[config.mk]
export PLATFORM = sky130hd
export DESIGN_NAME = kfi_div
export DESIGN_NICKNAME = d
export VERILOG_FILES = /design/src/hw/rtl/kfi_pkg.sv /design/src/hw/rtl/kfi_div.sv
export SDC_FILE = /design/constraint.sdc
export NUM_CORES = 1
export LEC_CHECK = 0
export BUFFER_PORTS_ARGS = -buffer_cell sky130_fd_sc_hd__buf_2
export CORE_ASPECT_RATIO = 0.75
export CORE_MARGIN = 2
export CORE_UTILIZATION = 50
export CTS_CLUSTER_DIAMETER = 150
export DETAILED_ROUTE_END_ITERATION = 6
export GPL_ROUTABILITY_DRIVEN = 0
export GPL_TIMING_DRIVEN = 0
export PLACE_DENSITY = 0.7
export SLEW_MARGIN = 15
export SYNTH_ARGS = -nofsm -noshare
export SYNTH_HDL_FRONTEND = slang
export SYNTH_SLANG_ARGS = --single-unit
[constraint.sdc]
create_clock -name clk -period 3.23 [get_ports clk]
set_input_delay 0.4845 -clock clk [delete_from_list [all_inputs] [get_ports clk]]
set_output_delay 0.4845 -clock clk [all_outputs]
set_load 0.01 [all_outputs]
[src/hw/rtl/kfi_pkg.sv]
package kfi_pkg;

	// One keyframe as held by a cell of the table.
	typedef struct packed {
		logic        [31:0] tm;
		logic signed [15:0] yaw;
		logic signed [14:0] pitch;
		logic signed [15:0] roll;
		logic        [14:0] fov;
	} kfi_entry_t;

	// What a table cell does at the next clock edge.
	typedef enum logic [2:0] {
		CELL_HOLD,
		CELL_NEW,
		CELL_LEFT,
		CELL_RIGHT,
		CELL_ANGLES
	} kfi_cell_op_t;

	localparam logic [2:0] CMD_ADD    = 3'd0;
	localparam logic [2:0] CMD_REMOVE = 3'd1;
	localparam logic [2:0] CMD_UPDATE = 3'd2;
	localparam logic [2:0] CMD_EVAL   = 3'd3;
	localparam logic [2:0] CMD_READ   = 3'd4;

	localparam logic [1:0] ST_DONE      = 2'd0;
	localparam logic [1:0] ST_BAD_INDEX = 2'd1;
	localparam logic [1:0] ST_FULL      = 2'd2;
	localparam logic [1:0] ST_EMPTY     = 2'd3;

	// Angles in 1/128 degree.
	localparam int HALF_TURN = 23040;
	localparam int FULL_TURN = 46080;

	localparam int ALPHA_W = 17;
	localparam int LANE_W  = 18;

endpackage

[src/hw/rtl/kfi_div.sv]
module kfi_div (
	input  logic                        clk,
	input  logic                        arst_n,
	input  logic                        start,
	input  logic [31:0]                 num,
	input  logic [31:0]                 den,
	output logic                        busy,
	output logic [kfi_pkg::ALPHA_W-1:0] quo
);
	import kfi_pkg::*;

	// num never exceeds den, so the integer quotient bit is settled at start
	// and the sixteen fraction bits follow one per cycle. The integer bit
	// enters at the bottom and is shifted up to the top with them.
	logic [32:0]        rem_q;
	logic [31:0]        den_q;
	logic [ALPHA_W-1:0] quo_q;
	logic [4:0]         cnt_q;
	logic               busy_q;
	logic [33:0]        rem2;
	logic               fits;

	assign rem2 = {rem_q, 1'b0};
	assign fits = rem2 >= {2'b00, den_q};

	always_ff @(posedge clk or negedge arst_n) begin
		if (!arst_n) begin
			busy_q <= 1'b0;
			cnt_q  <= '0;
		end else if (start) begin
			busy_q <= 1'b1;
			cnt_q  <= 5'd16;
		end else if (busy_q) begin
			cnt_q <= cnt_q - 5'd1;
			if (cnt_q == 5'd1) begin
				busy_q <= 1'b0;
			end
		end
	end

	always_ff @(posedge clk) begin
		if (start) begin
			den_q <= den;
			if (num >= den) begin
				rem_q <= {1'b0, num - den};
				quo_q <= {{(ALPHA_W-1){1'b0}}, 1'b1};
			end else begin
				rem_q <= {1'b0, num};
				quo_q <= '0;
			end
		end else if (busy_q) begin
			if (fits) begin
				rem_q <= 33'(rem2 - {2'b00, den_q});
			end else begin
				rem_q <= rem2[32:0];
			end
			quo_q <= {quo_q[ALPHA_W-2:0], fits};
		end
	end

	assign busy = busy_q;
	assign quo  = quo_q;

endmodule

==> results of run 1 <==
==> routing by layer <==
| layer | GRT usage, % | share of wire (%) |
|---|---|---|
| met1 | 42.1 | 48 |
| met2 | 40.4 | 42 |
| met3 | 6.67 | 9.0 |
| met4 | 6.15 | 1.4 |
| met5 | 0 | 0 |
==> final timing paths <==
check,depth (start not counted),slack [ns],start,end
min reg2reg,2,0.54,cnt_q[4],cnt_q[4]
max in group asynchronous,2,2.60,arst_n,cnt_q[4]
min in group asynchronous,2,0.48,arst_n,cnt_q[1]
max reg2reg,12,0.10,rem_q[18],rem_q[16]
max,12,0.10,rem_q[18],rem_q[16]
min,1,0.31,den[5],den_q[5]
==> kinds of logic (layout without fill, tap and decap cells) <==
| group | Yosys count | count (layout) | synth area share (%) |
|---|---|---|---|
| mux | 14 | 14 | 1.87 |
| xor+xnor | 50 | 50 | 5.74 |
| fa+ha+maj | 68 | 68 | 11.3 |
| buf+inv | 129 | 232 | 6.77 |
| flops | 88 | 88 | 34.2 |
| compound gates | 299 | 299 | 25.5 |
| simple gates | 225 | 225 | 14.5 |
==> Yosys cell counts, drive strengths merged, types with 13 or more instances <==
library cell	n
a21oi	95
inv	92
edfxtp	82
ha	66
nor2	62
nand2	59
o21ai	49
a21o	45
xnor2	28
nor2b	24
clkbuf	22
xor2	22
a211oi	20
o21a	17
buf	15
o211ai	15
nand4	14
nor3	14
a31oi	13
nand3	13
==> registers in the layout, summed over array words and instances, names as in the netlist <==
register / flops
cnt_q: 5
quo: 17
busy: 1
rem_q: 33
den_q: 32
==> stage by stage <==
stage / setup WS [ns] / power, uW / instances / TNS (ns) / hold WS [ns]
6_report: 0.101 / 6910 / 1181 / 0 / 0.311
5_1_grt: -0.0649 / 7380 / 1181 / -0.175 / 0.313
4_1_cts: 0.0161 / 6720 / 1179 / 0 / 0.308
3_5_place_dp: -0.498 / 5560 / 1162 / -10.41 / 0.318
2_1_floorplan: 0.221 / 4640 / 873 / 0 / 0.189
3_3_place_gp: -1.22 / 5510 / 1162 / -67.95 / 0.314
==> where the power goes <==
group | internal [uW] | switching (uW) | total [uW]
sequential | 1640 | 170 | 1810
combinational | 1650 | 2350 | 4000
clock | 608 | 498 | 1110
total | 3890 | 3020 | 6910
==> area by class of cell <==
type                       count  area (um2)
buffer                        35         184
clock buffer                   9         225
clock inverter                 7        77.6
fill                        1374        6290
inverter                      92         345
multi-input combinational    656        4630
sequential                    88        2610
tap                          205         256
timing repair buffer          89         460
==> repair_timing <==
| item | CTS | global route |
|---|---|---|
| endpoints found under the hold margin | 6 | 0 |
| buffers inserted | 0 | 4 |
| endpoints found under the setup margin | 10 | 33 |
| pin swaps | 0 | 4 |
| resized for setup | 8 | 25 |
| hold buffers | 1 | 0 |
==> results.sh, run 1 <==
export IMPL_status="complete, no violations"
export IMPL_cp_start_kind="flop"
export IMPL_slowest_stage="edfxtp_1"
export IMPL_drc_errors=0
export IMPL_vias_per_cell=5.91
export IMPL_syn_to_final_growth_pct=15.1
export IMPL_yosysTopAreaCell="edfxtp_1"
export IMPL_syn_area_um2=7630
export IMPL_htree_levels=3
export IMPL_p_leak_uw=0.00407
export IMPL_hold_path_class="in -> reg"
export IMPL_clkTransAtPathRegs_ns=0.07
export IMPL_synth_ff_type="edfxtp_1"
export IMPL_path_max_fanout=10
export IMPL_max_slew_margin_pct=38.3
export IMPL_power_density_nw_per_um2=786
export IMPL_post_route_util_pct=58.3
export IMPL_synth_seq_area_share_pct=34.2
export IMPL_drv_slew=0
export IMPL_first_pass_iters=5
export IMPL_drv_cap=0
export IMPL_grt_max_degree=51
export IMPL_crit_path_max_incr_delay_ns=0.40
export IMPL_detail_route_antenna_nets=0
export IMPL_port_buffers=84
export IMPL_drive_above_1_share_pct=15.3
export IMPL_cts_buffers=9
export IMPL_synth_cells=873
export IMPL_path_buf_inv=3
export IMPL_async_flop_share_pct=6.82
export IMPL_track_usage_pct=27.9
export IMPL_fin_area_um2=8790
export IMPL_cts_max_path_buffers=2
export IMPL_place_area_um2=8320
export IMPL_post_route_period_util_pct=96.9
export IMPL_cp_top_family="compound AO/OA/AOI/OAI gates"
export IMPL_worst_pin_slew_ns=0.926
export IMPL_insertion_delay_ns=0.36
export IMPL_coreArea_um2=15100
export IMPL_wl_per_cell_um=19.0
export IMPL_worstSetupPathType="reg -> reg"
export IMPL_drt_wl_total_um=22400
export IMPL_fin_nets=1106
export IMPL_synth_edff_count=82
export IMPL_cts_tree="yes"
export IMPL_synth_nets=1008
export IMPL_crit_top_cell="a21o_1"
export IMPL_path_cells="ha_1 > buf_2 > a21o_1 > a21o_1 > a21oi_2 > o21ai_0 > a21o_1 > a211o_1 > buf_6 > buf_2 > a31oi_1 > a21oi_1"
export IMPL_dp_hpwl_um=17000
export IMPL_die_width_um=147
export IMPL_setup_viol=0
export IMPL_most_common_layout_cells="inv_1, buf_2, a21oi_1"
export IMPL_vdd_drop_max_mv=0.381
export IMPL_pin_count=85
export IMPL_first_iter_violations=713
export IMPL_cts_sinks=88
export IMPL_cts_root_buf="clkbuf_16"
export IMPL_num_antenna_cells=0
export IMPL_antenna_found_initial=0
export IMPL_rsz0062_at_grt="yes"
export IMPL_syn_avg_cell_area_um2=8.74
export IMPL_num_vias=6974
export IMPL_end_kind="flop"
export IMPL_synth_area_leaders="edfxtp_1, ha_1, a21oi_1, inv_1, a21o_1"
export IMPL_yosysWarningCount=0
export IMPL_placementRows=39
export IMPL_worstPathArrival_ns=3.21
export IMPL_fin_crit_ns=3.13
export IMPL_grt_pass1_wl_um=35300
export IMPL_critPathRequiredTime_ns=3.31
export IMPL_fp_dieH_um=111
export IMPL_synth_seq_cells=88
export IMPL_fin_worst_skew_ns=0.00736
export IMPL_synth_top_area_share_pct=32.3
export IMPL_die_area_um2=16300
export IMPL_initial_core_util_pct=50.6
export IMPL_grt_pass1_vias=6506
export IMPL_globalRoute_totalOverflow=0
export IMPL_synth_cell_type_count=67
export IMPL_max_freq_mhz=320
export IMPL_hold_viol_final=0
No activity file was read; power rests on OpenSTA's default activity.
==> inputs of run 2 (changes only) <==
ABC_CLOCK_PERIOD_IN_PS = 3230   (was unset)
CTS_CLUSTER_SIZE = 10   (was unset)
REMOVE_ABC_BUFFERS = 1   (was unset)
==> results.sh, run 2 (same netlist as run 1, synthesis figures left out) <==
export IMPL_fin_crit_ns=3.17
export IMPL_port_buffers=84
export IMPL_first_iter_violations=686
export IMPL_cp_start_kind="primary input"
export IMPL_hold_viol_final=0
export IMPL_globalRoute_totalOverflow=0
export IMPL_die_area_um2=16300
export IMPL_die_width_um=147
export IMPL_drt_wl_total_um=20000
export IMPL_end_kind="flop"
export IMPL_num_vias=6773
export IMPL_worstPathArrival_ns=3.26
export IMPL_syn_to_final_growth_pct=14.1
export IMPL_status="complete, no violations"
export IMPL_cts_buffers=9
export IMPL_grt_pass1_wl_um=32500
export IMPL_fin_nets=1079
export IMPL_final_common_cell="a21oi_1"
export IMPL_drive_above_1_share_pct=14.6
export IMPL_finalPower_uw=6660
export IMPL_register_area_um2=2610
export IMPL_place_area_um2=8230
export IMPL_worstSetupPathType="in -> reg"
export IMPL_drv_slew=0
export IMPL_setup_viol=0
export IMPL_fillers=1374
export IMPL_most_common_layout_cells="a21oi_1, inv_1, buf_2"
export IMPL_clkTransAtPathRegs_ns=0.07
export IMPL_cts_tree="yes"
export IMPL_hold_worst_slack_ns=0.323
export IMPL_drc_errors=0
export IMPL_vias_per_cell=5.86
export IMPL_fin_worst_skew_ns=0.00912
export IMPL_wl_per_cell_um=17.4
export IMPL_fp_dieH_um=111
export IMPL_hold_path_class="in -> reg"
export IMPL_largest_reg_flops=33
export IMPL_placementRows=39
export IMPL_grt_max_degree=63
export IMPL_antenna_found_initial=1
export IMPL_htree_levels=3
export IMPL_track_usage_pct=25.0
export IMPL_path_max_fanout=4
export IMPL_layoutNonFillerInstCount=1155
export IMPL_post_route_util_pct=57.8
export IMPL_max_freq_mhz=316
export IMPL_detail_route_antenna_nets=0
export IMPL_critPathRequiredTime_ns=3.33
export IMPL_initial_core_util_pct=50.6
export IMPL_insertion_delay_ns=0.35
export IMPL_cts_root_buf="clkbuf_16"
export IMPL_pin_count=85
export IMPL_power_density_nw_per_um2=765
export IMPL_multiInputGateArea_um2=4650
export IMPL_p_leak_uw=0.00403
export IMPL_dp_cells=1128
export IMPL_cts_sinks=88
export IMPL_cts_max_path_buffers=2
export IMPL_dp_hpwl_um=14500
export IMPL_coreArea_um2=15100
export IMPL_grt_pass1_vias=6332
export IMPL_vdd_drop_max_mv=0.327
export IMPL_max_slew_margin_pct=50.5
export IMPL_fin_area_um2=8710
export IMPL_drv_cap=0
export IMPL_largest_register="rem_q"
export IMPL_first_pass_iters=5
export IMPL_worst_pin_slew_ns=0.742
export IMPL_post_route_period_util_pct=98.1
-- run 2: path summary, 6_finish.rpt --
| check | start | endpoint | slack [ns] | depth (start not counted) |
|---|---|---|---|---|
| worst max-delay path | num[0] | rem_q[30] | 0.06 | 13 |
| worst min-delay path | den[5] | den_q[5] | 0.32 | 1 |
| worst max register to register | rem_q[7] | rem_q[31] | 0.14 | 10 |
| worst min register to register | cnt_q[4] | cnt_q[4] | 0.54 | 2 |
| max in group asynchronous | arst_n | busy | 2.59 | 2 |
| min in group asynchronous | arst_n | cnt_q[4] | 0.49 | 2 |
-- run 2: layer usage --
layer	routed length, um	vias up	GRT usage [%]
li1	-	3328	-
met1	9730	3163	37.7
met2	8360	255	36.4
met3	1580	27	4.44
met4	383	0	7.51
met5	0	-	0
-- run 2: per-stage QoR --
stage / setup slack (ns) / setup TNS, ns
final: 0.0613 / 0
after global routing: -0.0187 / -0.0322
after CTS: 0.0484 / 0
after detailed placement: -0.463 / -6.36
after global placement: -2.53 / -168.08
after floorplan: -0.467 / -8.27
-- run 2: layout make-up --
cell class                      instances  share of cell area, %
Multi-Input combinational cell        659                   53.4
Tap cell                              205                   2.94
Inverter                               92                   3.96
Antenna cell                            1                 0.0287
Clock buffer                           10                   2.63
Sequential cell                        88                   30.0
Clock inverter                          6                  0.704
Timing Repair Buffer                   94                   6.35
-- run 2: critical path, cell delays in order --
cell       delay [ns]
buf_2            0.07
inv_1            0.04
ha_1             0.21
fa_1             0.41
nand2b_1         0.21
a21oi_1          0.30
o211ai_1         0.17
nand3_1          0.26
o311ai_2         0.20
a211oi_2         0.34
o2111ai_1        0.22
a211oi_2         0.27
nor3b_1          0.08
-- run 2: power breakdown --
part | switching (uW) | total, uW | internal (uW)
combinational | 2170 | 3800 | 1630
sequential | 167 | 1800 | 1640
clock | 461 | 1060 | 597
total | 2800 | 6660 | 3860
-- run 2: repair_timing --
action | 4_1_cts | 5_1_grt
setup endpoints to repair | 19 | 25
setup buffers | 3 | 3
pin swaps | 2 | 3
hold endpoints to repair | 6 | 0
gates resized for setup | 5 | 15
cloned | 3 | 0
hold buffers | 1 | 0
