## src/hw/rtl/kfi_pkg.sv

```systemverilog
package kfi_pkg;

	// One keyframe as held by a cell of the table.
	typedef struct packed {
		logic        [31:0] tm;
		logic signed [15:0] yaw;
		logic signed [14:0] pitch;
		logic signed [15:0] roll;
		logic        [14:0] fov;
	} kfi_entry_t;

	// What a table cell does at the next clock edge.
	typedef enum logic [2:0] {
		CELL_HOLD,
		CELL_NEW,
		CELL_LEFT,
		CELL_RIGHT,
		CELL_ANGLES
	} kfi_cell_op_t;

	localparam logic [2:0] CMD_ADD    = 3'd0;
	localparam logic [2:0] CMD_REMOVE = 3'd1;
	localparam logic [2:0] CMD_UPDATE = 3'd2;
	localparam logic [2:0] CMD_EVAL   = 3'd3;
	localparam logic [2:0] CMD_READ   = 3'd4;

	localparam logic [1:0] ST_DONE      = 2'd0;
	localparam logic [1:0] ST_BAD_INDEX = 2'd1;
	localparam logic [1:0] ST_FULL      = 2'd2;
	localparam logic [1:0] ST_EMPTY     = 2'd3;

	// Angles in 1/128 degree.
	localparam int HALF_TURN = 23040;
	localparam int FULL_TURN = 46080;

	localparam int ALPHA_W = 17;
	localparam int LANE_W  = 18;

endpackage

```

## src/hw/rtl/kfi_lerp.sv

```systemverilog
module kfi_lerp (
	input  logic                               clk,
	input  logic                               load,
	input  logic                               wrap,
	input  logic signed [kfi_pkg::LANE_W-1:0]  a,
	input  logic signed [kfi_pkg::LANE_W-1:0]  b,
	input  logic        [kfi_pkg::ALPHA_W-1:0] alpha,
	output logic signed [kfi_pkg::LANE_W-1:0]  y
);
	import kfi_pkg::*;

	localparam int PROD_W = 2 * LANE_W;
	localparam int SUM_W  = PROD_W - 16 + 1;

	logic signed [LANE_W-1:0] d_raw;
	logic signed [LANE_W-1:0] d;
	logic signed [PROD_W-1:0] prod_s1;
	logic signed [LANE_W-1:0] a_s1;
	logic signed [SUM_W-1:0]  sum;
	logic signed [SUM_W-1:0]  sum_w;

	// Shortest path when wrap is set: a delta beyond a half turn goes the other way round.
	always_comb begin
		d_raw = b - a;
		d     = d_raw;
		if (wrap && d_raw > LANE_W'(HALF_TURN)) begin
			d = d_raw - LANE_W'(FULL_TURN);
		end else if (wrap && d_raw < -LANE_W'(HALF_TURN)) begin
			d = d_raw + LANE_W'(FULL_TURN);
		end
	end

	always_ff @(posedge clk) begin
		if (load) begin
			prod_s1 <= PROD_W'(d) * PROD_W'($signed({1'b0, alpha}));
			a_s1    <= a;
		end
	end

	// The arithmetic shift floors the product of the delta and the Q1.16 alpha.
	always_comb begin
		sum   = SUM_W'(a_s1) + SUM_W'(prod_s1 >>> 16);
		sum_w = sum;
		if (wrap && sum > SUM_W'(HALF_TURN)) begin
			sum_w = sum - SUM_W'(FULL_TURN);
		end else if (wrap && sum < -SUM_W'(HALF_TURN)) begin
			sum_w = sum + SUM_W'(FULL_TURN);
		end
	end

	assign y = sum_w[LANE_W-1:0];

endmodule

```

## config.mk

```make
export PLATFORM = sky130hd
export DESIGN_NAME = kfi_lerp
export DESIGN_NICKNAME = d
export VERILOG_FILES = /design/src/hw/rtl/kfi_pkg.sv /design/src/hw/rtl/kfi_lerp.sv
export SDC_FILE = /design/constraint.sdc
export NUM_CORES = 1
export LEC_CHECK = 0
export BUFFER_PORTS_ARGS = -buffer_cell sky130_fd_sc_hd__buf_2
export CAP_MARGIN = 20
export CELL_PAD_IN_SITES_DETAIL_PLACEMENT = 1
export CELL_PAD_IN_SITES_GLOBAL_PLACEMENT = 2
export CORE_MARGIN = 2
export CORE_UTILIZATION = 44
export DETAILED_ROUTE_END_ITERATION = 10
export MAX_ROUTING_LAYER = met4
export PLACE_DENSITY_LB_ADDON = 0.1
export SETUP_SLACK_MARGIN = 0.15
export SLEW_MARGIN = 30
export SYNTH_ARGS = -nofsm -noshare
export SYNTH_HDL_FRONTEND = slang
export SYNTH_SLANG_ARGS = --single-unit
```

## constraint.sdc

```tcl
create_clock -name clk -period 24.8 [get_ports clk]
set_input_delay 2.48 -clock clk [delete_from_list [all_inputs] [get_ports clk]]
set_output_delay 2.48 -clock clk [all_outputs]
set_load 0.01 [all_outputs]
```

==> impl_summary.txt, run 1 <==
----------------------------------------------------
[Route]
  Number of vias per cell after detailed routing ... ~5.4
  Vias post-DR ... approximately 14k
  Wire length on met3 ... 2060 um
  Violation count after the first detailed-routing iteration ... between 800 and 900
  Met1 Wirelength ... roughly 25000 um
  Final wirelength ... between 50000 and 60000 um
  First-pass iteration count of the detailed router ... 5
  Uppermost signal routing layer after detailed routing ... met4
  Remaining antenna violation count after routing ... 0
  DRC violations left ... 0
  Routed wire length per instance ... between 20 and 25 um
  Detailed route wirelength on metal2 ... around 24000 um

[Global route]
  Total routing resource utilization after global routing ... 0.275
  Pin count of the biggest net entering global routing ... 39
  Wire length of the first global-routing pass ... ~85000 um
  Number of global-route vias before repair ... ~15k
  Grt ovf ... 0
  Antenna violations before repair ... 1

[Hold path]
  Startpoint of the lowest-slack hold path ... a[16]
  Hold Path Stages ... 1
  Hold Path End ... a_s1[16]$_DFFE_PP_
  Type of the tightest min-delay check ... input port to flop

[STA]
  Final worst hold slack ... approximately 2.4 ns
  Setup tns final ... 0 ns
  Maximum clock frequency ... 75.9 MHz
  Portion of the clock cycle consumed by the worst path in the final layout ... 0.531
  Final critical path time including I/O delays and setup ... 13.17 ns
  Count of final hold-check violations ... 0
  RSZ-0062 raised after global routing ... false
  Slew headroom ... 0.363
  Count of pins over their slew limit ... 0
  Worst slew pin tran ... 0.955 ns
  Setup violations, final ... 0

[Clock network]
  Number of post-CTS setup repair buffers ... 0
  Post-cts repair resize count ... 0
  Register clock-pin slew on the reported worst setup and hold paths ... ~0.06 ns
  CTS Hold Bufs ... 0
  H-tree levels ... 2
  Maximum buffer depth of the clock tree ... 2
  Clock sinks ... 38
  CTS buffer count ... 5
  Clock root cell ... clkbuf_16
  CTS tree ... built

[Synth]
  Post-synth cell types ... 87
  Number of enable-type register cells in the synthesized netlist ... 38
  Yosys top cell by area ... fa_1
  Dominant register cell in the synthesized netlist ... edfxtp_1
  Synthesized area divided by synthesized cell count ... about 8.7 um2
  Syn Inst Count ... slightly below 2k
  Number of warnings reported in the yosys synthesis log ... 0
  Proportion of netlist area held by the largest area contributor ... 0.362
  Top area cells in the synthesized netlist ... fa_1 36%, ha_1 9.5%, inv_1 9.0%
  Post-synthesis sequential area ratio ... 0.0664
  Number of nets produced by synthesis ... 2468
  Async set or reset register ratio after synthesis ... 0
  Flip-flop and latch count after synthesis ... 38
  Post-Syn Area ... between 0.015 and 0.02 mm2

[Floorplan]
  Count of boundary I/O pins ... 74
  Core Box Area ... a little under 0.04 mm2
  Die X ... roughly 200 um
  Initial cell density of the core ... 0.446
  Standard-cell rows ... a little over 70
  Area enclosed by the die boundary ... roughly 0.04 mm2
  Die boundary height ... slightly above 200 um

[Status]
  Run status ... finished clean

[Setup path]
  Endpoint kind of the worst setup timing path ... flop
  Required time of the critical path ... between 20 and 25 ns
  Slowest stage cell, crit path ... nor4b_1
  Category of the worst setup path launch point ... input port
  Highest net fanout along the worst path ... 22
  Slowest Stage Delay on Critical Path ... about 0.62 ns
  Setup Crit Path Kind ... input port to flop
  Data arrival, critical path ... ~13 ns
  Most frequent CP cell ... fa_1

[Layout]
  Number of diodes added for antenna fixing ... 0
  Synthesis-to-finish area growth ... 6.14%
  NumNets Final ... between 2k and 2.5k
  Share of post-route cells with drive strength above 1 ... 0.0974
  Count of filler cells inserted in the layout ... around 4.6k

[Place]
  Post-detail-place hpwl ... 42500 um
  # port buffers ... between 70 and 80
  GP Congestion ... between 0.8 and 0.9

[Flow run]
  Max cap viols ... 0

----------------------------------------------------
[how the worst max path moves through the flow]
stage / slack (ns) / from / end / cells after the start
detailed placement: 11.35 / b[0] / prod_s1[35]$_DFFE_PP_ / 36
floorplan: 12.68 / b[0] / prod_s1[35]$_DFFE_PP_ / 39
CTS: 11.62 / b[0] / prod_s1[35]$_DFFE_PP_ / 36
global route: 11.02 / b[0] / prod_s1[35]$_DFFE_PP_ / 36
global placement: 11.35 / b[0] / prod_s1[34]$_DFFE_PP_ / 36
finish: 11.63 / b[0] / prod_s1[35]$_DFFE_PP_ / 36
[stage by stage]
stage	std cells	area, um2	utilization	worst slack, ns
finish	2499	18200	0.473	11.63
global route	2499	18200	0.473	11.02
CTS	2498	18200	0.472	11.62
detailed placement	2490	18000	0.467	11.35
global placement	2490	18000	0.467	11.35
floorplan	1970	17200	-	12.68
[flip-flops by register name, summed over array words and instances (netlist names)]
register,cells
prod_s1,20
a_s1,18
[routing by layer]
layer | up-vias | global-route usage
met2 | 277 | 0.441
met3 | 58 | 0.0214
met5 | - | -
li1 | 6241 | -
met4 | 0 | 0.0525
met1 | 6947 | 0.386
[cell families after synthesis]
| logic type | share of synthesized area |
|---|---|
| and+or+nand+nor | 0.159 |
| adders and majority gates | 0.458 |
| AOI/OAI and AO/OA | 0.105 |
| muxes | 0.0639 |
| xor gates and xnor gates | 0.0306 |
| buffers and inverters | 0.117 |
| DFF | 0.0664 |
[critical path, delay by kind of cell]
kind	cells	cell delay (ns)
adder cells (fa/ha/maj)	10	4.40
buffers and inverters	9	1.49
AO/OA/AOI/OAI	12	3.43
multiplexers	1	0.38
XOR/XNOR	2	0.27
AND/OR/NAND/NOR	2	0.72
[cells in the mapped netlist, types with 13 or more instances]
cell      instances
o21a_1           13
inv_1           411
fa_1            311
mux2i_1          67
nor3b_1          15
ha_1            131
nor2_1           34
nand3_1          17
edfxtp_1         38
o21ai_0          22
a21o_1           25
nor3_1           23
and3_1           17
xnor2_1          39
clkbuf_1         85
mux2_2           34
a21oi_1          64
xor2_1           21
a211oi_1         15
and2_1           81
nand2_1         315
nor2b_1          13
a31oi_1          15
[layout make-up]
| cell class | count | area, um2 | share of cell area |
|---|---|---|---|
| timing repair buffer | 103 | 611 | 0.0335 |
| multi-input combinational | 1419 | 14100 | 0.773 |
| clock inverter | 3 | 63.8 | 0.00350 |
| inverter | 413 | 1550 | 0.0850 |
| sequential | 38 | 1140 | 0.0626 |
| clock buffer | 5 | 125 | 0.00686 |
| tap | 518 | 648 | 0.0355 |
[cell usage in the layout (no fill, tap or decap), types with 34 or more instances in the layout]
master / synthesis / final
nor2_1: 34 / 34
fa_1: 311 / 311
buf_2: 6 / 73
ha_1: 131 / 131
mux2_2: 34 / 34
edfxtp_1: 38 / 38
and2_1: 81 / 81
inv_1: 411 / 411
a21oi_1: 64 / 64
nand2_1: 315 / 315
mux2i_1: 67 / 67
xnor2_1: 39 / 36
Power of run 1 is not shown: default switching activity piles up to over one toggle a cycle in this logic, so the estimate is an artifact.
==> inputs of run 2 (changes only) <==
--- a/config.mk
+++ b/config.mk
@@ -10,7 +10,7 @@
 export CELL_PAD_IN_SITES_DETAIL_PLACEMENT = 1
 export CELL_PAD_IN_SITES_GLOBAL_PLACEMENT = 2
 export CORE_MARGIN = 2
-export CORE_UTILIZATION = 44
+export CORE_UTILIZATION = 41
 export DETAILED_ROUTE_END_ITERATION = 10
 export MAX_ROUTING_LAYER = met4
 export PLACE_DENSITY_LB_ADDON = 0.1
==> constraint.sdc (replaced) <==
create_clock -name clk -period 13 [get_ports clk]
set_input_delay 1.3 -clock clk [delete_from_list [all_inputs] [get_ports clk]]
set_output_delay 1.3 -clock clk [all_outputs]
set_load 0.01 [all_outputs]
==> run 2 against run 1 <==
- utilization down 3.5 points
- worst hold slack worse by 1.2 ns
- via count about the same
- global-route usage down 1.5 points
- final cell count up 0.88%
- first-iteration DRC count down 25%
- sequential share of layout area about the same
- clock-buffer cell count unchanged
- critical path type unchanged
- critical path depth unchanged
- design area about the same
==> impl_summary.txt, run 2 (synthesized netlist as in run 1, its figures left out) <==
----------------------------------------------------
[Status]
  Run status ... finished clean

[STA]
  Count of pins over their slew limit ... 0
  Worst path setup slack after routing ... between 1 and 1.5 ns
  Final critical path time including I/O delays and setup ... between 10 and 15 ns
  Count of final hold-check violations ... 0
  Portion of the clock cycle consumed by the worst path in the final layout ... 0.896
  Worst slew pin tran ... approximately 1.0 ns
  Maximum clock frequency ... 85.8 MHz
  Setup tns final ... 0 ns
  Slew headroom ... 0.335
  Setup violations, final ... 0
  RSZ-0062 raised after global routing ... false

[Global route]
  Antenna violations before repair ... 0
  Number of global-route vias before repair ... about 15k
  Wire length of the first global-routing pass ... approximately 86000 um
  Total routing resource utilization after global routing ... 0.260
  Grt ovf ... 0
  Pin count of the biggest net entering global routing ... 39

[Setup path]
  Slowest stage cell, crit path ... nor4_4
  Highest net fanout along the worst path ... 10
  Required time of the critical path ... 13.04 ns
  Slowest Stage Delay on Critical Path ... ~0.69 ns
  Data arrival, critical path ... approximately 12 ns
  Most frequent CP cell ... fa_1
  Endpoint kind of the worst setup timing path ... flop
  Setup Crit Path Kind ... input port to flop
  Category of the worst setup path launch point ... input port

[Layout]
  NumNets Final ... approximately 2.5k
  Commonest cells after routing, fill and taps aside ... 411 x inv_1, 315 x nand2_1, 311 x fa_1, 131 x ha_1, 81 x and2_1
  Max FFs per register ... 20
  Largest registers ... prod_s1 (20), a_s1 (18)
  Synthesis-to-finish area growth ... 6.22%
  Share of post-route cells with drive strength above 1 ... 0.0974
  Leading cell type in the layout, fill and taps excluded ... inv_1
  Most flop-heavy register ... prod_s1

[Place]
  # port buffers ... 73
  Setup slack after placement ... slightly above 1 ns
  Post-detail-place hpwl ... approximately 42000 um
  GP Congestion ... 0.856

[Clock network]
  Post-cts repair resize count ... 0
  CTS Hold Bufs ... 0
  CTS tree ... built
  Clock root cell ... clkbuf_16
  Register clock-pin slew on the reported worst setup and hold paths ... 0.06 ns
  CTS buffer count ... 5
  Number of post-CTS setup repair buffers ... 0
  Clock sinks ... 38
  Maximum buffer depth of the clock tree ... 2
  H-tree levels ... 2

[Route]
  First-pass iteration count of the detailed router ... 4
  Routed wire length per instance ... around 21 um
  Violation count after the first detailed-routing iteration ... 649
  Vias post-DR ... between 10k and 15k
  Remaining antenna violation count after routing ... 0
  Number of vias per cell after detailed routing ... between 5 and 6
  Final wirelength ... between 50000 and 60000 um
  DRC violations left ... 0

[Flow run]
  Max cap viols ... 0

[Floorplan]
  Initial cell density of the core ... 0.412
  Die X ... between 200 and 250 um
  Core Box Area ... around 0.042 mm2
  Area enclosed by the die boundary ... around 0.044 mm2
  Die boundary height ... 209 um
  Standard-cell rows ... 75
  Count of boundary I/O pins ... between 70 and 80

[Hold path]
  Type of the tightest min-delay check ... input port to flop

----------------------------------------------------
run 2: changes by cell type in the layout (fill, tap and decap cells not counted), sizes merged:
| cell | change |
|---|---|
| diode | +1 |
run 2: layout make-up:
cell class / instances / area, um2
Antenna cell: 1 / 2.50
Clock buffer: 5 / 125
Clock inverter: 3 / 68.8
Fill cell: 4934 / 23400
Inverter: 413 / 1550
Multi-Input combinational cell: 1419 / 14100
Sequential cell: 38 / 1140
Tap cell: 539 / 674
Timing Repair Buffer: 103 / 597
run 2: through the flow:
stage	instances	util	hold WS, ns	instance area [um2]
after global routing	2520	0.438	1.19	18300
after floorplan	1970	-	1.40	17200
after detailed placement	2512	0.433	1.49	18100
after CTS	2520	0.438	1.19	18300
final	2521	0.438	1.20	18300
after global placement	2511	0.433	1.49	18000
run 2: routing by layer:
layer,vias to the layer above,part of all wire,track usage
li1,6253,-,-
met2,239,0.46,0.420
met4,0,0.0071,0.0273
met3,23,0.035,0.0224
met5,-,0,-
met1,7009,0.50,0.369
run 2: worst max-delay path, delay by kind of cell:
kind                     cells  cell delay, ns
adder cells (fa/ha/maj)      9            3.92
AO/OA/AOI/OAI               13            3.92
AND/OR/NAND/NOR              4            1.36
buffers and inverters        8            0.78
XOR/XNOR                     2            0.41
run 2: path summary, 6_finish.rpt:
check	slack, ns	start	depth (start not counted)	end
max	1.35	a[4]	36	prod_s1[35]$_DFFE_PP_
min	1.20	a[16]	1	a_s1[16]$_DFFE_PP_
Power of run 2 is left out for the same reason.
==> inputs of run 3 (changes only) <==
--- a/config.mk
+++ b/config.mk
@@ -5,13 +5,13 @@
 export SDC_FILE = /design/constraint.sdc
 export NUM_CORES = 1
 export LEC_CHECK = 0
-export BUFFER_PORTS_ARGS = -buffer_cell sky130_fd_sc_hd__buf_2
 export CAP_MARGIN = 20
 export CELL_PAD_IN_SITES_DETAIL_PLACEMENT = 1
 export CELL_PAD_IN_SITES_GLOBAL_PLACEMENT = 2
 export CORE_MARGIN = 2
-export CORE_UTILIZATION = 41
+export CORE_UTILIZATION = 43
 export DETAILED_ROUTE_END_ITERATION = 10
+export DONT_BUFFER_PORTS = 1
 export MAX_ROUTING_LAYER = met4
 export PLACE_DENSITY_LB_ADDON = 0.1
 export SETUP_SLACK_MARGIN = 0.15
==> run 3 against run 2 <==
- clock-buffer cell count stayed put
- maximum frequency is 1.4% higher
- global-route usage is 0.94 points higher
==> impl_summary.txt, run 3 (synthesized netlist as in run 1, its figures left out) <==
----------------------------------------------------
[STA]
  RSZ-0062 raised after global routing ... false
  Worst slew pin tran ... 1.01 ns
  Slew headroom ... 0.321
  Setup violations, final ... 0
  Worst path setup slack after routing ... roughly 1.5 ns
  Count of pins over their slew limit ... 0
  Portion of the clock cycle consumed by the worst path in the final layout ... 0.884
  Count of final hold-check violations ... 0
  Final worst hold slack ... around 1.1 ns
  Setup tns final ... 0 ns
  Final critical path time including I/O delays and setup ... between 10 and 15 ns
  Maximum clock frequency ... 87.0 MHz

[Route]
  Remaining antenna violation count after routing ... 0
  DRC violations left ... 0
  Vias post-DR ... approximately 13k
  First-pass iteration count of the detailed router ... 5
  Number of vias per cell after detailed routing ... around 5.5
  Final wirelength ... ~52000 um
  Routed wire length per instance ... ~21 um
  Violation count after the first detailed-routing iteration ... 724

[Layout]
  Most flop-heavy register ... prod_s1
  NumNets Final ... 2408
  Leading cell type in the layout, fill and taps excluded ... inv_1
  Max FFs per register ... 20
  Area of the multi-input gates ... about 0.014 mm2
  Post-Layout Inst Area ... between 0.015 and 0.02 mm2
  Largest registers ... prod_s1 (20), a_s1 (18)
  Total area of sequential cells ... ~0.0011 mm2
  Count of filler cells inserted in the layout ... ~4.7k
  Commonest cells after routing, fill and taps aside ... 411 x inv_1, 315 x nand2_1, 311 x fa_1, 131 x ha_1, 81 x and2_1
  Synthesis-to-finish area growth ... 3.96%
  Share of post-route cells with drive strength above 1 ... 0.0644

[Setup path]
  Category of cells accounting for the largest share of critical-path delay ... adder cells
  Setup Crit Path Kind ... input port to flop
  Slowest Stage Delay on Critical Path ... ~0.61 ns
  Endpoint kind of the worst setup timing path ... flop
  Worst Path Buf+Inv ... 8
  Slowest stage cell, crit path ... a2111oi_2
  Highest net fanout along the worst path ... 10
  Stages on the worst setup path ... 35
  Data arrival, critical path ... roughly 12 ns
  Category of the worst setup path launch point ... input port
  Required time of the critical path ... 13.04 ns

[Clock network]
  H-tree levels ... 2
  CTS Hold Bufs ... 0
  Clock sinks ... 38
  Maximum buffer depth of the clock tree ... 2
  Number of post-CTS setup repair buffers ... 0
  CTS buffer count ... 5
  CTS tree ... built
  Post-cts repair resize count ... 0
  Register clock-pin slew on the reported worst setup and hold paths ... 0.07 ns
  Clock root cell ... clkbuf_16

[Flow run]
  Max cap viols ... 0

[Global route]
  Total routing resource utilization after global routing ... 0.269
  Wire length of the first global-routing pass ... 84100 um
  Grt ovf ... 0
  Number of global-route vias before repair ... about 15k
  Pin count of the biggest net entering global routing ... 39
  Antenna violations before repair ... 1

[Place]
  Setup slack after placement ... approximately 1.2 ns
  Instance area at placement ... approximately 0.018 mm2
  # port buffers ... 0
  GP Congestion ... 0.850
  Post-detail-place hpwl ... ~42000 um

[Hold path]
  Hold Path Stages ... 0
  Type of the tightest min-delay check ... input port to flop

[Floorplan]
  Die boundary height ... 204 um
  Initial cell density of the core ... 0.435
  Die X ... 204 um
  Area enclosed by the die boundary ... 0.0416 mm2
  Count of boundary I/O pins ... 74
  Standard-cell rows ... 73
  Core Box Area ... 0.0395 mm2

[Status]
  Run status ... finished clean

----------------------------------------------------
## run 3: path summary, 6_finish.rpt
check / from / end
worst max-delay path: a[4] / prod_s1[35]$_DFFE_PP_
worst min-delay path: a[13] / a_s1[13]$_DFFE_PP_
## run 3: through the flow
stage          utilization  std cells
3_3_place_gp         0.447       2428
2_1_floorplan            -       1970
3_5_place_dp         0.448       2428
5_1_grt              0.452       2436
6_report             0.452       2437
4_1_cts              0.452       2436
## run 3: cell type report
class | instances | share of cell area
Inverter | 413 | 0.0868
Multi-Input combinational cell | 1419 | 0.789
Antenna cell | 1 | 0.000140
Clock buffer | 5 | 0.00700
Tap cell | 525 | 0.0368
Timing Repair Buffer | 33 | 0.0139
Sequential cell | 38 | 0.0639
Clock inverter | 3 | 0.00224
## run 3: metal layers
metal,up-vias,track usage,part of all wire
met4,0,0.0360,0.011
met2,250,0.428,0.46
met5,-,-,0
met3,33,0.0199,0.039
met1,6971,0.387,0.49
li1,6111,-,-
Power of run 3 is left out for the same reason.
