===== config.mk =====
export PLATFORM = sky130hd
export DESIGN_NAME = kfi_cell
export DESIGN_NICKNAME = d
export VERILOG_FILES = /design/src/hw/rtl/kfi_pkg.sv /design/src/hw/rtl/kfi_cell.sv
export SDC_FILE = /design/constraint.sdc
export NUM_CORES = 1
export LEC_CHECK = 0
export CORE_AREA = 3 3 160 162
export DETAILED_ROUTE_END_ITERATION = 6
export DIE_AREA = 0 0 163 165
export DONT_BUFFER_PORTS = 1
export PLACE_DENSITY_LB_ADDON = 0.12
export REMOVE_ABC_BUFFERS = 1
export SLEW_MARGIN = 0
export SYNTH_ARGS = -nofsm -noshare
export SYNTH_HDL_FRONTEND = slang
export SYNTH_SLANG_ARGS = --single-unit

===== constraint.sdc =====
create_clock -name clk -period 5.1 [get_ports clk]
set_input_delay 0.255 -clock clk [delete_from_list [all_inputs] [get_ports clk]]
set_output_delay 0.255 -clock clk [all_outputs]
set_load 0.02 [all_outputs]

===== src/hw/rtl/kfi_pkg.sv =====
package kfi_pkg;

	// One keyframe as held by a cell of the table.
	typedef struct packed {
		logic        [31:0] tm;
		logic signed [15:0] yaw;
		logic signed [14:0] pitch;
		logic signed [15:0] roll;
		logic        [14:0] fov;
	} kfi_entry_t;

	// What a table cell does at the next clock edge.
	typedef enum logic [2:0] {
		CELL_HOLD,
		CELL_NEW,
		CELL_LEFT,
		CELL_RIGHT,
		CELL_ANGLES
	} kfi_cell_op_t;

	localparam logic [2:0] CMD_ADD    = 3'd0;
	localparam logic [2:0] CMD_REMOVE = 3'd1;
	localparam logic [2:0] CMD_UPDATE = 3'd2;
	localparam logic [2:0] CMD_EVAL   = 3'd3;
	localparam logic [2:0] CMD_READ   = 3'd4;

	localparam logic [1:0] ST_DONE      = 2'd0;
	localparam logic [1:0] ST_BAD_INDEX = 2'd1;
	localparam logic [1:0] ST_FULL      = 2'd2;
	localparam logic [1:0] ST_EMPTY     = 2'd3;

	// Angles in 1/128 degree.
	localparam int HALF_TURN = 23040;
	localparam int FULL_TURN = 46080;

	localparam int ALPHA_W = 17;
	localparam int LANE_W  = 18;

endpackage


===== src/hw/rtl/kfi_cell.sv =====
module kfi_cell (
	input  logic                 clk,
	input  kfi_pkg::kfi_cell_op_t op,
	input  logic [31:0]          probe,
	input  kfi_pkg::kfi_entry_t  new_entry,
	input  kfi_pkg::kfi_entry_t  left_entry,
	input  kfi_pkg::kfi_entry_t  right_entry,
	output kfi_pkg::kfi_entry_t  entry,
	output logic                 lt,
	output logic                 eq
);
	import kfi_pkg::*;

	kfi_entry_t entry_q;

	always_ff @(posedge clk) begin
		case (op)
			CELL_NEW:    entry_q <= new_entry;
			CELL_LEFT:   entry_q <= left_entry;
			CELL_RIGHT:  entry_q <= right_entry;
			CELL_ANGLES: entry_q <= '{tm: entry_q.tm, yaw: new_entry.yaw,
				pitch: new_entry.pitch, roll: new_entry.roll, fov: new_entry.fov};
			default:     entry_q <= entry_q;
		endcase
	end

	// Each cell compares its own time against the probe time.
	assign entry = entry_q;
	assign lt    = entry_q.tm < probe;
	assign eq    = entry_q.tm == probe;

endmodule


==> results.txt, run 1 <==
Entering global routing, the biggest net connects a little over 90 pins. The register clock-pin slew on the reported worst setup and hold paths is roughly 0.08 ns. The worst setup path is launched from a register. The area of the die came out at between 20,000 and 30,000 sq um.

The I/O pin total came out at about 410. The hold-fix buffer count after cts came out at 0. The slack of the critical path is roughly 2.2 ns. The number of enable-type register cells in the synthesized netlist came out at 94.

The number of flip-flops in the largest register came out at 94. TritonCTS built the clock tree. The total vias in the final route came out at ~4.0k. The largest driver fanout on the critical path came out at 2. Setup violations remaining at the end of the flow were counted as 0.

The H-tree was split into 3 levels. Setup repair after global routing left no endpoint under its margin. The total chip power came out at between 2 and 2.5 mW. Counting distinct cell types in the post-synthesis netlist gives 32.

The dominant register cell in the synthesized netlist is sky130_fd_sc_hd__edfxtp_1. Timing analysis after detailed placement gives a worst setup slack of between 2 and 2.5 ns. The worst setup path is of the reg -> out kind. The capturing element type of the critical path is an output pin. The setup total negative slack is 0 ns. The placeable core area is between 20,000 and 25,000 sq um.

After layout, the worst path uses between 50% and 60% of the clock period. The starting density of the core came out at roughly 23%. The worst relative slew slack is a little under a fifth.

The first detailed-routing pass took 6 iterations. The number of synthesized register bits is 94. Once detail routing completed, the nets flagged for antenna violations numbered 0. The slew of the pin with the lowest slew margin came out at roughly 1.2 ns. The tightest min-delay check is of the in -> reg type. Summed over all nets, the half-perimeter wirelength after detailed placement is ~15 mm.

The analysis attributes to cell leakage a power of about 2.4 nW. The post-synthesis instance total is 536. The first-iteration detailed-routing DRC count came out at a little over 200. The mapped netlist covers between 5000 and 6000 sq um.

Data on the critical path arrives at its endpoint at roughly 2.7 ns. The minimum clock period after layout is a little under 3 ns. The share of the core filled with cells in the final layout is ~25%. After synthesis, flip-flops and latches occupy a little over 50% of the total area. After detailed routing, the number of remaining DRC violations is 0. The most common cell in the synthesized netlist is sky130_fd_sc_hd__edfxtp_1. The horizontal die dimension is between 150 and 200 um. sky130_fd_sc_hd__edfxtp_1 takes more of the synthesized area than any other cell. At the end of routability-driven placement, the weighted congestion stood at 0.8339. The tool flagged a number of max-cap violations equal to 0. The cell chosen for the clock root is sky130_fd_sc_hd__clkbuf_16. After synthesis, the mean cell area works out to approximately 10 sq um. After synthesis, the share of flip-flops with an asynchronous set or reset is 0%. The fraction of final layout cells sized beyond drive strength 1 is about 6%.

The maximum frequency from static timing analysis came out at 342.6 MHz. The total clock buffers created by CTS came out at 9. Gates resized during post-CTS repair numbered 0. The initial antenna violation count is 1. The total global-route track usage came out at 13.55%. The remaining global-route overflow is 0. The number of warnings printed during yosys synthesis came out at 0.

In this run the power density over the cells is about 350 nW/um^2. The number of hold violations in the final report was 0. The layout overhead on the synthesized area is 9.812%.

The number of setup buffers added after CTS came out at 0. The endpoint required time on the critical path is roughly 4.9 ns. The flow ran to the end, and the final reports show no timing, DRC or antenna violations. The wire length after detailed routing is between 15 and 20 mm. By count the netlist is led by 94 x sky130_fd_sc_hd__edfxtp_1, 88 x sky130_fd_sc_hd__o21ai_0, 73 x sky130_fd_sc_hd__nand2_1. The number of I/O port buffers came out at 0. The per-cell routed wire length is about 23 um.

After detailed routing, the number of vias per cell comes to 4.798. The fraction of synthesized cell area taken by the top area cell type came out at 50.54%. The die is roughly 170 um tall. For this design, the sink count on the clock tree is 94. For this run, the post-layout net count is ~860. The max-slew violation count is 0. The via count of the first global-routing pass came out at ~4.2k. By area the synthesized netlist is led by sky130_fd_sc_hd__edfxtp_1 51%, sky130_fd_sc_hd__mux2i_1 11%, sky130_fd_sc_hd__o21ai_0 7.9%, sky130_fd_sc_hd__ha_1 7.2%, sky130_fd_sc_hd__nand2_1 4.9%. The clock passes through at most 2 buffers. The wire length of the first global-routing pass is around 27 mm. The standard-cell row count is 57.

The maximum VDD drop is 0.1164 mV.
## final cells by class
type                            count  area, sq um
Tap cell                          324        405.4
Sequential cell                    94         2823
Timing Repair Buffer                3        22.52
Clock buffer                       10        229.0
Antenna cell                        1        2.502
Fill cell                        2613        18110
Multi-Input combinational cell    372         2470
Inverter                           33        123.9
Clock inverter                      6        57.56
## metrics by stage
step	area, sq um	instances	hold WS, ns
after floorplan	5391	499	0.4421
after global placement	5844	826	0.4440
final	6133	843	0.08754
after global routing	6133	843	0.06471
after detailed placement	5844	826	0.4527
after CTS	6131	842	0.06641
## worst paths after layout
path	start	to	cells past startpoint
max	entry[79]	lt	6
min	new_entry[44]	entry[44]	2
## power breakdown
group | total [mW] | leakage, nW | internal, mW | switching [mW]
registers | 1.17 | 0.911 | 0.985 | 0.190
logic | 0.260 | 1.34 | 0.103 | 0.157
clock network | 0.681 | 0.142 | 0.345 | 0.336
total | 2.12 | 2.39 | 1.43 | 0.683
## cell usage in the layout (no fill, tap or decap), types with 2 or more instances in the layout
cell,count
sky130_fd_sc_hd__edfxtp_1,94
sky130_fd_sc_hd__o21ai_0,88
sky130_fd_sc_hd__nand2_1,73
sky130_fd_sc_hd__mux2i_1,62
sky130_fd_sc_hd__a21oi_1,42
sky130_fd_sc_hd__inv_1,33
sky130_fd_sc_hd__o22ai_1,32
sky130_fd_sc_hd__ha_1,32
sky130_fd_sc_hd__o21ai_1,11
sky130_fd_sc_hd__clkbuf_16,9
sky130_fd_sc_hd__nor2_1,7
sky130_fd_sc_hd__nand4_1,3
sky130_fd_sc_hd__inv_6,3
sky130_fd_sc_hd__buf_4,3
sky130_fd_sc_hd__nor2b_1,2
sky130_fd_sc_hd__a21oi_2,2
sky130_fd_sc_hd__inv_8,2
## kinds of logic after synthesis
family          after synthesis  share of synthesized area (%)
mux                          62                          11.11
flops                        94                          50.54
compound gates              182                          17.97
simple gates                 95                          7.370
buf+inv                      70                          5.690
fa+ha+maj                    32                          7.168
xor+xnor                      1                         0.1568
## per-layer routing
layer / track usage (%) / share of wire [%] / routed length [um] / vias to the layer above
met1: 13.13 / 33 / 6574 / 1839
met5: 0 / 0 / 0 / -
met3: 7.223 / 13 / 2513 / 11
li1: - / - / - / 1933
met4: 3.960 / 1.1 / 214 / 0
met2: 24.91 / 53 / 10400 / 262
## worst max-delay path, cell delays in order (launching register included)
cell and delay (ns):
sky130_fd_sc_hd__edfxtp_1 0.50, sky130_fd_sc_hd__ha_1 0.35, sky130_fd_sc_hd__a21oi_2 0.14, sky130_fd_sc_hd__o21ai_1 0.11, sky130_fd_sc_hd__a221oi_2 0.37, sky130_fd_sc_hd__nor2_1 0.09
sky130_fd_sc_hd__a2111oi_2 0.75
No activity file was read; power rests on OpenSTA's default activity.
==> run 2, diff against run 1 <==
ABC_AREA = 1   (was default)
CORE_AREA = 3 3 161 163   (was 3 3 160 162)
DIE_AREA = 0 0 164 166   (was 0 0 163 165)
clock period = 2.3 ns   (was 5.1 ns; I/O delays follow)
==> run 2 against run 1 <==
  * Sequential power up 120%
  * First-iteration DRC count up 3.0%
  * Power is 150% higher
  * Wire length rose by 3.5%
  * Critical path type unchanged
  * Sequential cell count did not move
  * Highest routed layer unchanged
  * Clock power grew to 2.6 times the previous value
  * Die area up 1.2%
  * Core utilization is 7.0 points higher
  * Global-route usage increased by 0.54 points
  * Hold slack worse by 0.074 ns
==> results.txt, run 2 <==
The CTS sink count is 94 (unchanged). The largest net degree at the start of global routing came out at 95 (+2.2%). The final weighted congestion in routability-driven placement came out at 0.8259 (-0.96%).

Leaving out fill and tap cells, the most frequent cell in the layout is sky130_fd_sc_hd__nand2_1. The maximum single-stage delay on the critical path is 0.51 ns (-0.24 ns). The slowest stage of the critical path is the sky130_fd_sc_hd__edfxtp_1 cell. The endpoint required time on the critical path came out at 2.18 ns (-2.67 ns). The standard-cell row count is 57 (unchanged).

For this run, the leading register cell type out of synthesis is sky130_fd_sc_hd__edfxtp_1. The area used by sequential logic in the layout came out at 2823 sq um (unchanged). The number of synthesized register bits came out at 94 (unchanged). The post-synthesis simple-gate area fraction is 26.75% (+19 points).

The fraction of the cycle the final worst path needs came out at about 97%. In this design, the critical path's most frequently occurring cell is sky130_fd_sc_hd__a21oi_1. The per-cell via count in the routed design is 4.557 (-5.0%).

The fraction of the yosys area taken by sequential cells is 52.53% (+2.0 points). The met2 usage is 27.18% (+2.3 points). The share of cell area taken by muxes after synthesis is 0% (-11 points). The cell accounting for the most synthesized area is sky130_fd_sc_hd__edfxtp_1. The post-synthesis async set-or-reset flop share was 0% (unchanged).

The number of hold violations in the final report is 0 (unchanged). By count the netlist is led by 272 x sky130_fd_sc_hd__nand2_1, 94 x sky130_fd_sc_hd__edfxtp_1, 57 x sky130_fd_sc_hd__nand3_1. In the layout the commonest cells are 272 x sky130_fd_sc_hd__nand2_1, 183 x sky130_fd_sc_hd__dlygate4sd3_1, 94 x sky130_fd_sc_hd__edfxtp_1, 57 x sky130_fd_sc_hd__nand3_1, 40 x sky130_fd_sc_hd__a22oi_1. The maximum VDD drop came to 0.3077 mV (+160%). The maximum level of the CTS H-tree came to 3 (unchanged). TritonCTS built the clock tree.

The per-cell routed wire length was 18.39 um (-21%). The total vias in the final route came out at 5,054 (+25%). Setup repair after global routing could not meet its margin everywhere.

The final design area excluding fillers came to 7910 sq um (+29%). The placed cell area came to 5718 sq um (-2.2%). The via count of the first global-routing pass came to 5,349 (+27%). The synthesized-area fraction occupied by ao, oa, aoi and oai cells is 7.660% (-10 points). The wire length of the first global-routing pass came out at 29.29 mm (+9.1%). The combined area of all synthesized cells came to 5374 sq um (-3.8%). The slew of the pin with the lowest slew margin came out at 0.5424 ns (-0.6715 ns). The total global-route track usage was 14.09% (+0.54 points). The worst relative slew slack is 63.84% (+45 points). The met3 track utilization from global routing is 5.687% (-1.5 points).

The fraction of synthesized cell area taken by the top area cell type came out at 52.53% (+2.0 points). The footprint of the multi-input gates came out at 2267 sq um (-8.2%). The adder and majority gate portion of the synthesized area is 7.451% (+0.28 points). The first-iteration detailed-routing DRC count is 208 (+3.0%). The final cell count without fillers came out at 1,109 (+32%). The leakage power came to 3.306 nW (+38%).

By area the synthesized netlist is led by sky130_fd_sc_hd__edfxtp_1 53%, sky130_fd_sc_hd__nand2_1 19%, sky130_fd_sc_hd__ha_1 7.5%, sky130_fd_sc_hd__a22oi_1 5.6%, sky130_fd_sc_hd__nand3_1 5.3%. The fraction of synthesized cell area in xor and xnor cells came out at 0% (-0.16 points). The die span in y was 166 um (+0.61%). The synthesized area per cell is 8.897 sq um (-15%).

The power density normalized to cell area came out at 663.5 nW/um^2 (+92%). The number of iterations in the first detailed-routing pass is 4 (-2). The number of enable-type register cells in the synthesized netlist is 94 (unchanged). The number of warnings printed during yosys synthesis is 0 (unchanged). The tree is rooted in a sky130_fd_sc_hd__clkbuf_16. The number of routed nets with antenna violations is 0 (unchanged). The layout overhead on the synthesized area came out at 47.19%.

The number of nets in the layout came to 1,127 (+31%). The total DRC errors in the routed layout came to 0 (unchanged). The fraction of final layout cells sized beyond drive strength 1 is 4.220% (-2.0 points). The final count of negative-setup-slack endpoints is 0 (unchanged). The number of inserted filler cells in the final layout came out at 2,559 (-2.1%). The area of the die came out at 27,220 sq um (+1.2%). The register clock-pin slew on the reported worst setup and hold paths is 0.07 ns (about the same). The number of placed instances with taps included came out at 907 (+9.8%). The minimum clock period after layout came out at 2.225 ns. The remaining global-route overflow is 0 (unchanged). The placeable core area came to 24,460 sq um (+0.88%). The buffer depth of the longest clock path came out at 2 (unchanged). The arrival time of the worst setup path is 2.11 ns (-0.55 ns).

The post-synthesis instance total came out at 604 (+13%). The starting density of the core was 21.97% (-1.1 points). The critical path goes through ha_1, a21oi_1, nand2_1, a21oi_1, nand2_1, a21oi_1. The I/O pin total came out at 414 (unchanged). The number of I/O port buffers was 0 (unchanged).

The total chip power is 5.249 mW (+150%). The horizontal die dimension is 164 um (+0.61%). The number of distinct library cells after synthesis was 25 (-22%). The max-slew violation count came out at 0 (unchanged). The critical path is of the reg -> out type. The global-route met1 utilization is 13.40% (+0.27 points). The path class of the tightest hold or removal check is in -> reg.

The worst setup path is captured at an output pin. The initial antenna violation count was 3 (+2). The number of flip-flops in the largest register is 94 (unchanged).

The placed wire-length estimate was 15.22 mm (-0.87%). The number of max-cap violations came out at 0 (unchanged). The wire length after detailed routing was 20.40 mm (+3.5%). By instance count, the leading cell after synthesis is sky130_fd_sc_hd__nand2_1. The largest driver fanout on the critical path is 3 (+1). The largest family of logic cells by synthesized area is simple AND/OR/NAND/NOR gates. The layer flagged by global routing as most heavily used is met2. The run finished with clean final reports. The kind of start point of the critical path is a register.

The number of setup buffers added after CTS came out at 0 (unchanged). The maximum frequency from static timing analysis is approximately 450 MHz. The total clock buffers created by CTS came out at 9 (unchanged).
[run 2: worst paths after layout]
check / from / to / cells after the start
max: entry[73] / lt / 6
min: left_entry[80] / entry[80] / 2
[run 2: kinds of logic (layout without fill, tap and decap cells)]
group | Yosys count | count (layout)
other | 0 | 3
DFF | 94 | 94
AOI/OAI and AO/OA | 60 | 60
and+or+nand+nor | 350 | 350
adders and majority gates | 32 | 32
buffers and inverters | 68 | 246
[run 2: what timing repair did]
action | 4_1_cts | 5_1_grt
endpoints found under the setup margin | 0 | 2
hold buffers | 183 | 0
gates resized for setup | 0 | 3
endpoints found under the hold margin | 93 | 0
[run 2: power breakdown]
part / internal [mW] / switching (mW) / leakage (nW) / total [mW]
clock network: 1.07 / 0.697 / 0.164 / 1.77
logic: 0.474 / 0.408 / 2.24 / 0.882
registers: 2.18 / 0.419 / 0.901 / 2.60
[run 2: routing by layer]
layer  up-vias  part of all wire [%]
met1      2329                    34
met2       307                    53
met5         -                     0
met4         0                   2.1
met3        19                    11
li1       2399                     -
[run 2: metrics by stage]
step | setup TNS, ns | util, % | hold WS (ns) | worst slack [ns]
final | 0 | 32.34 | 0.01360 | 0.07460
after detailed placement | 0 | 23.37 | 0.3042 | 0.4145
after CTS | 0 | 32.27 | 0.0006070 | 0.01547
after global routing | -0.07726 | 32.34 | 0.008723 | -0.07726
after floorplan | -80.49 | - | 0.2936 | -1.156
after global placement | 0 | 23.37 | 0.3027 | 0.4233
[run 2: area by class of cell]
type                            count  share of cell area [%]
Antenna cell                        3                 0.09491
Clock buffer                       10                   2.895
Clock inverter                      6                   1.455
Inverter                           39                   1.851
Multi-Input combinational cell    442                   28.66
Sequential cell                    94                   35.68
Tap cell                          324                   5.125
Timing Repair Buffer              191                   24.23
[run 2: worst max-delay path, delay by kind of cell, from the launching register on]
kind	cells	cell delay, ns
flip-flops	1	0.51
AO/OA/AOI/OAI	3	0.73
adder cells (fa/ha/maj)	1	0.36
AND/OR/NAND/NOR	2	0.18
==> run 3, diff against run 2 <==
clock period = 2.7 ns   (was 2.3 ns; I/O delays follow)
==> run 3 against run 2 <==
  * Wire length decreased by 1.1%
  * Power shrank 20%
  * Clock power shrank 27%
  * Hold slack worse by 0.0021 ns
  * Cell count down 2.5%
  * Global-route usage fell by 0.084 points
  * Critical endpoint unchanged
  * Largest cell class unchanged
==> results.txt, run 3 (same netlist as run 2, synthesis figures left out) <==
The placeable core area came out at 24,460 sq um (unchanged). The final count of negative-setup-slack endpoints is 0 (unchanged). Among cell families on the critical path, the largest total delay comes from compound AO/OA/AOI/OAI gates. STA classifies the critical path startpoint as a register. The standard-cell row count came to 57 (unchanged). For hold timing, the worst endpoint is entry[15]. The worst relative slew slack is 63.04% (-0.80 points). The cell depth of the worst hold path came out at 2 (unchanged). The met2 usage is 27.24% (+0.054 points).

The total chip power came out at 4.202 mW (-20%). The via count of the first global-routing pass is 5,132 (-4.1%). In the layout the commonest cells are 272 x sky130_fd_sc_hd__nand2_1, 156 x sky130_fd_sc_hd__dlygate4sd3_1, 94 x sky130_fd_sc_hd__edfxtp_1, 57 x sky130_fd_sc_hd__nand3_1, 40 x sky130_fd_sc_hd__a22oi_1.

The number of iterations in the first detailed-routing pass was 4 (unchanged). The placed wire-length estimate is 15.06 mm (-1.0%). The max-slew violation count came out at 0 (unchanged). The number of routed nets with antenna violations came out at 0 (unchanged). The flow ran to the end, and the final reports show no timing, DRC or antenna violations. The total global-route track usage came out at 14.01% (-0.084 points). The slack of the critical path is 0.4589 ns (+0.3843 ns). The number of placed instances with taps included is 907 (unchanged). The die span in y is 166 um (unchanged). The wire length of the first global-routing pass came out at 29.00 mm (-0.99%). The maximum level of the CTS H-tree was 3 (unchanged). The number of I/O port buffers was 0 (unchanged).

The leakage power came out at 3.159 nW (-4.5%). The slew of the pin with the lowest slew margin came out at 0.5544 ns (+0.01199 ns). The number of hold violations in the final report is 0 (unchanged). In this run the most critical hold path is launched from new_entry[15]. The largest net degree at the start of global routing is 95 (unchanged). The register clock-pin slew on the reported worst setup and hold paths is 0.08 ns (about the same). The busiest layer in global routing is met2. Clock tree synthesis selected as its root buffer the cell sky130_fd_sc_hd__clkbuf_16.

The wire length after detailed routing came to 20.17 mm (-1.1%). The sequential share of power came to 52.6% (+3.1 points). The largest driver fanout on the critical path came out at 3 (unchanged). TritonCTS built the clock tree.

The number of inserted filler cells in the final layout is 2,505 (-2.1%). The number of buffers and inverters on the critical path is 0 (unchanged). The total clock buffers created by CTS came out at 9 (unchanged). The fraction of final layout cells sized beyond drive strength 1 came to 3.974% (-0.25 points). Setup repair after global routing left no endpoint under its margin. The share of the core filled with cells in the final layout came out at 30.94% (-1.4 points).

The most common library cell in the layout ignoring fill and taps is sky130_fd_sc_hd__nand2_1. The endpoint required time on the critical path is 2.57 ns (+0.39 ns). The number of max-cap violations was 0 (unchanged). The horizontal die dimension came out at 164 um (unchanged). The buffer depth of the longest clock path came out at 2 (unchanged). The worst hold path class is in -> reg. The internal portion of total power is 2.865 mW (-23%). By startpoint and endpoint, the worst setup path is classified as reg -> out. The number of nets in the layout came to 1,100 (-2.4%). The switching power came out at 1.337 mW (-12%). The per-cell routed wire length came out at 18.65 um (+1.4%). The layout overhead on the synthesized area is 40.84%.

The first-iteration detailed-routing DRC count came out at 241 (+16%). The number of flip-flops in the largest register came out at 94 (unchanged). The share of total power in combinational logic came out at 16.8% (about the same). The maximum VDD drop came to 0.2829 mV (-8.1%). The total vias in the final route came out at 4,924 (-2.6%). The initial antenna violation count came out at 2 (-1). The area of the die is 27,220 sq um (unchanged). By instance count, the cell type seen most on the critical path is sky130_fd_sc_hd__a21oi_1. The count of instances resized after the clock tree is built is 0 (unchanged). The fraction of the cycle the final worst path needs came out at approximately 83%. The per-cell via count in the routed design is 4.555 (about the same).

The CTS sink count is 94 (unchanged). The met3 track utilization from global routing came out at 6.061% (+0.37 points). The switching power as a share of total power is 31.83% (+2.8 points). The capturing element type of the critical path is an output pin.

The minimum clock period after layout came out at roughly 2.2 ns. The slowest stage of the critical path is the sky130_fd_sc_hd__edfxtp_1 cell. The remaining global-route overflow came to 0 (unchanged). The total DRC errors in the routed layout is 0 (unchanged). Walking the worst path, the cells encountered are ha_1, a21oi_1, nand2_1, a21oi_1, nand2_1, a21oi_1. The arrival time of the worst setup path is 2.11 ns (about the same). The worst slack at placement was 0.7932 ns (+0.3787 ns).

The global-route met1 utilization came out at 13.46% (+0.059 points). The portion of total power attributed to the clock network came out at 30.7% (-3.0 points). The starting density of the core is 21.97% (unchanged). The final cell count without fillers came to 1,081 (-2.5%).

The maximum single-stage delay on the critical path came out at 0.51 ns (about the same). The power density normalized to cell area came out at 555.2 nW/um^2 (-16%). The I/O pin total is 414 (unchanged). The maximum frequency from static timing analysis is 446.2 MHz. The final weighted congestion in routability-driven placement came out at 0.8288 (+0.35%).
==> run 3: worst max path at each step <==
stage              start  slack, ns  depth (start not counted)        to
3_3_place_gp   entry[93]       0.81                          5        eq
3_5_place_dp   entry[93]       0.79                          5        eq
2_1_floorplan      op[0]      -0.78                          3  entry[0]
6_report       entry[73]       0.46                          6        lt
4_1_cts        entry[93]       0.40                          5        eq
5_1_grt        entry[93]       0.30                          5        eq
==> run 3: power by group through the flow <==
| stage | clock, mW | combinational, mW | sequential [mW] |
|---|---|---|---|
| 2_1_floorplan | 0 | 0.336 | 2.18 |
| 3_3_place_gp | 0 | 0.465 | 2.26 |
| 3_5_place_dp | 0 | 0.482 | 2.25 |
| 4_1_cts | 1.35 | 0.713 | 2.22 |
| 5_1_grt | 1.42 | 0.796 | 2.23 |
| 6_report | 1.29 | 0.704 | 2.21 |
==> run 3: per-stage QoR <==
step | instance area [sq um] | TNS, ns | hold WS, ns
6_report | 7569 | 0 | 0.01148
3_5_place_dp | 5718 | 0 | 0.3198
2_1_floorplan | 5219 | -48.13 | 0.3136
3_3_place_gp | 5718 | 0 | 0.3225
5_1_grt | 7569 | 0 | 0.001005
4_1_cts | 7553 | 0 | 0.0003093
==> run 3: cell type report <==
cell class	instances	area [sq um]	area share, %
Inverter	39	146.4	1.934
Timing Repair Buffer	164	1647	21.76
Tap cell	324	405.4	5.356
Multi-Input combinational cell	442	2258	29.84
Antenna cell	2	5.005	0.06613
Clock inverter	6	55.05	0.7274
Clock buffer	10	229.0	3.025
Sequential cell	94	2823	37.30
==> run 3: per-layer routing <==
layer | wire length (um) | part of all wire (%)
met4 | 156 | 0.77
met1 | 6642 | 33
met2 | 10950 | 54
met5 | 0 | 0
met3 | 2417 | 12
==> run 3: repair_timing <==
item,in CTS,in global routing
hold buffers,155,1
hold endpoints to repair,85,1
setup buffers,0,0
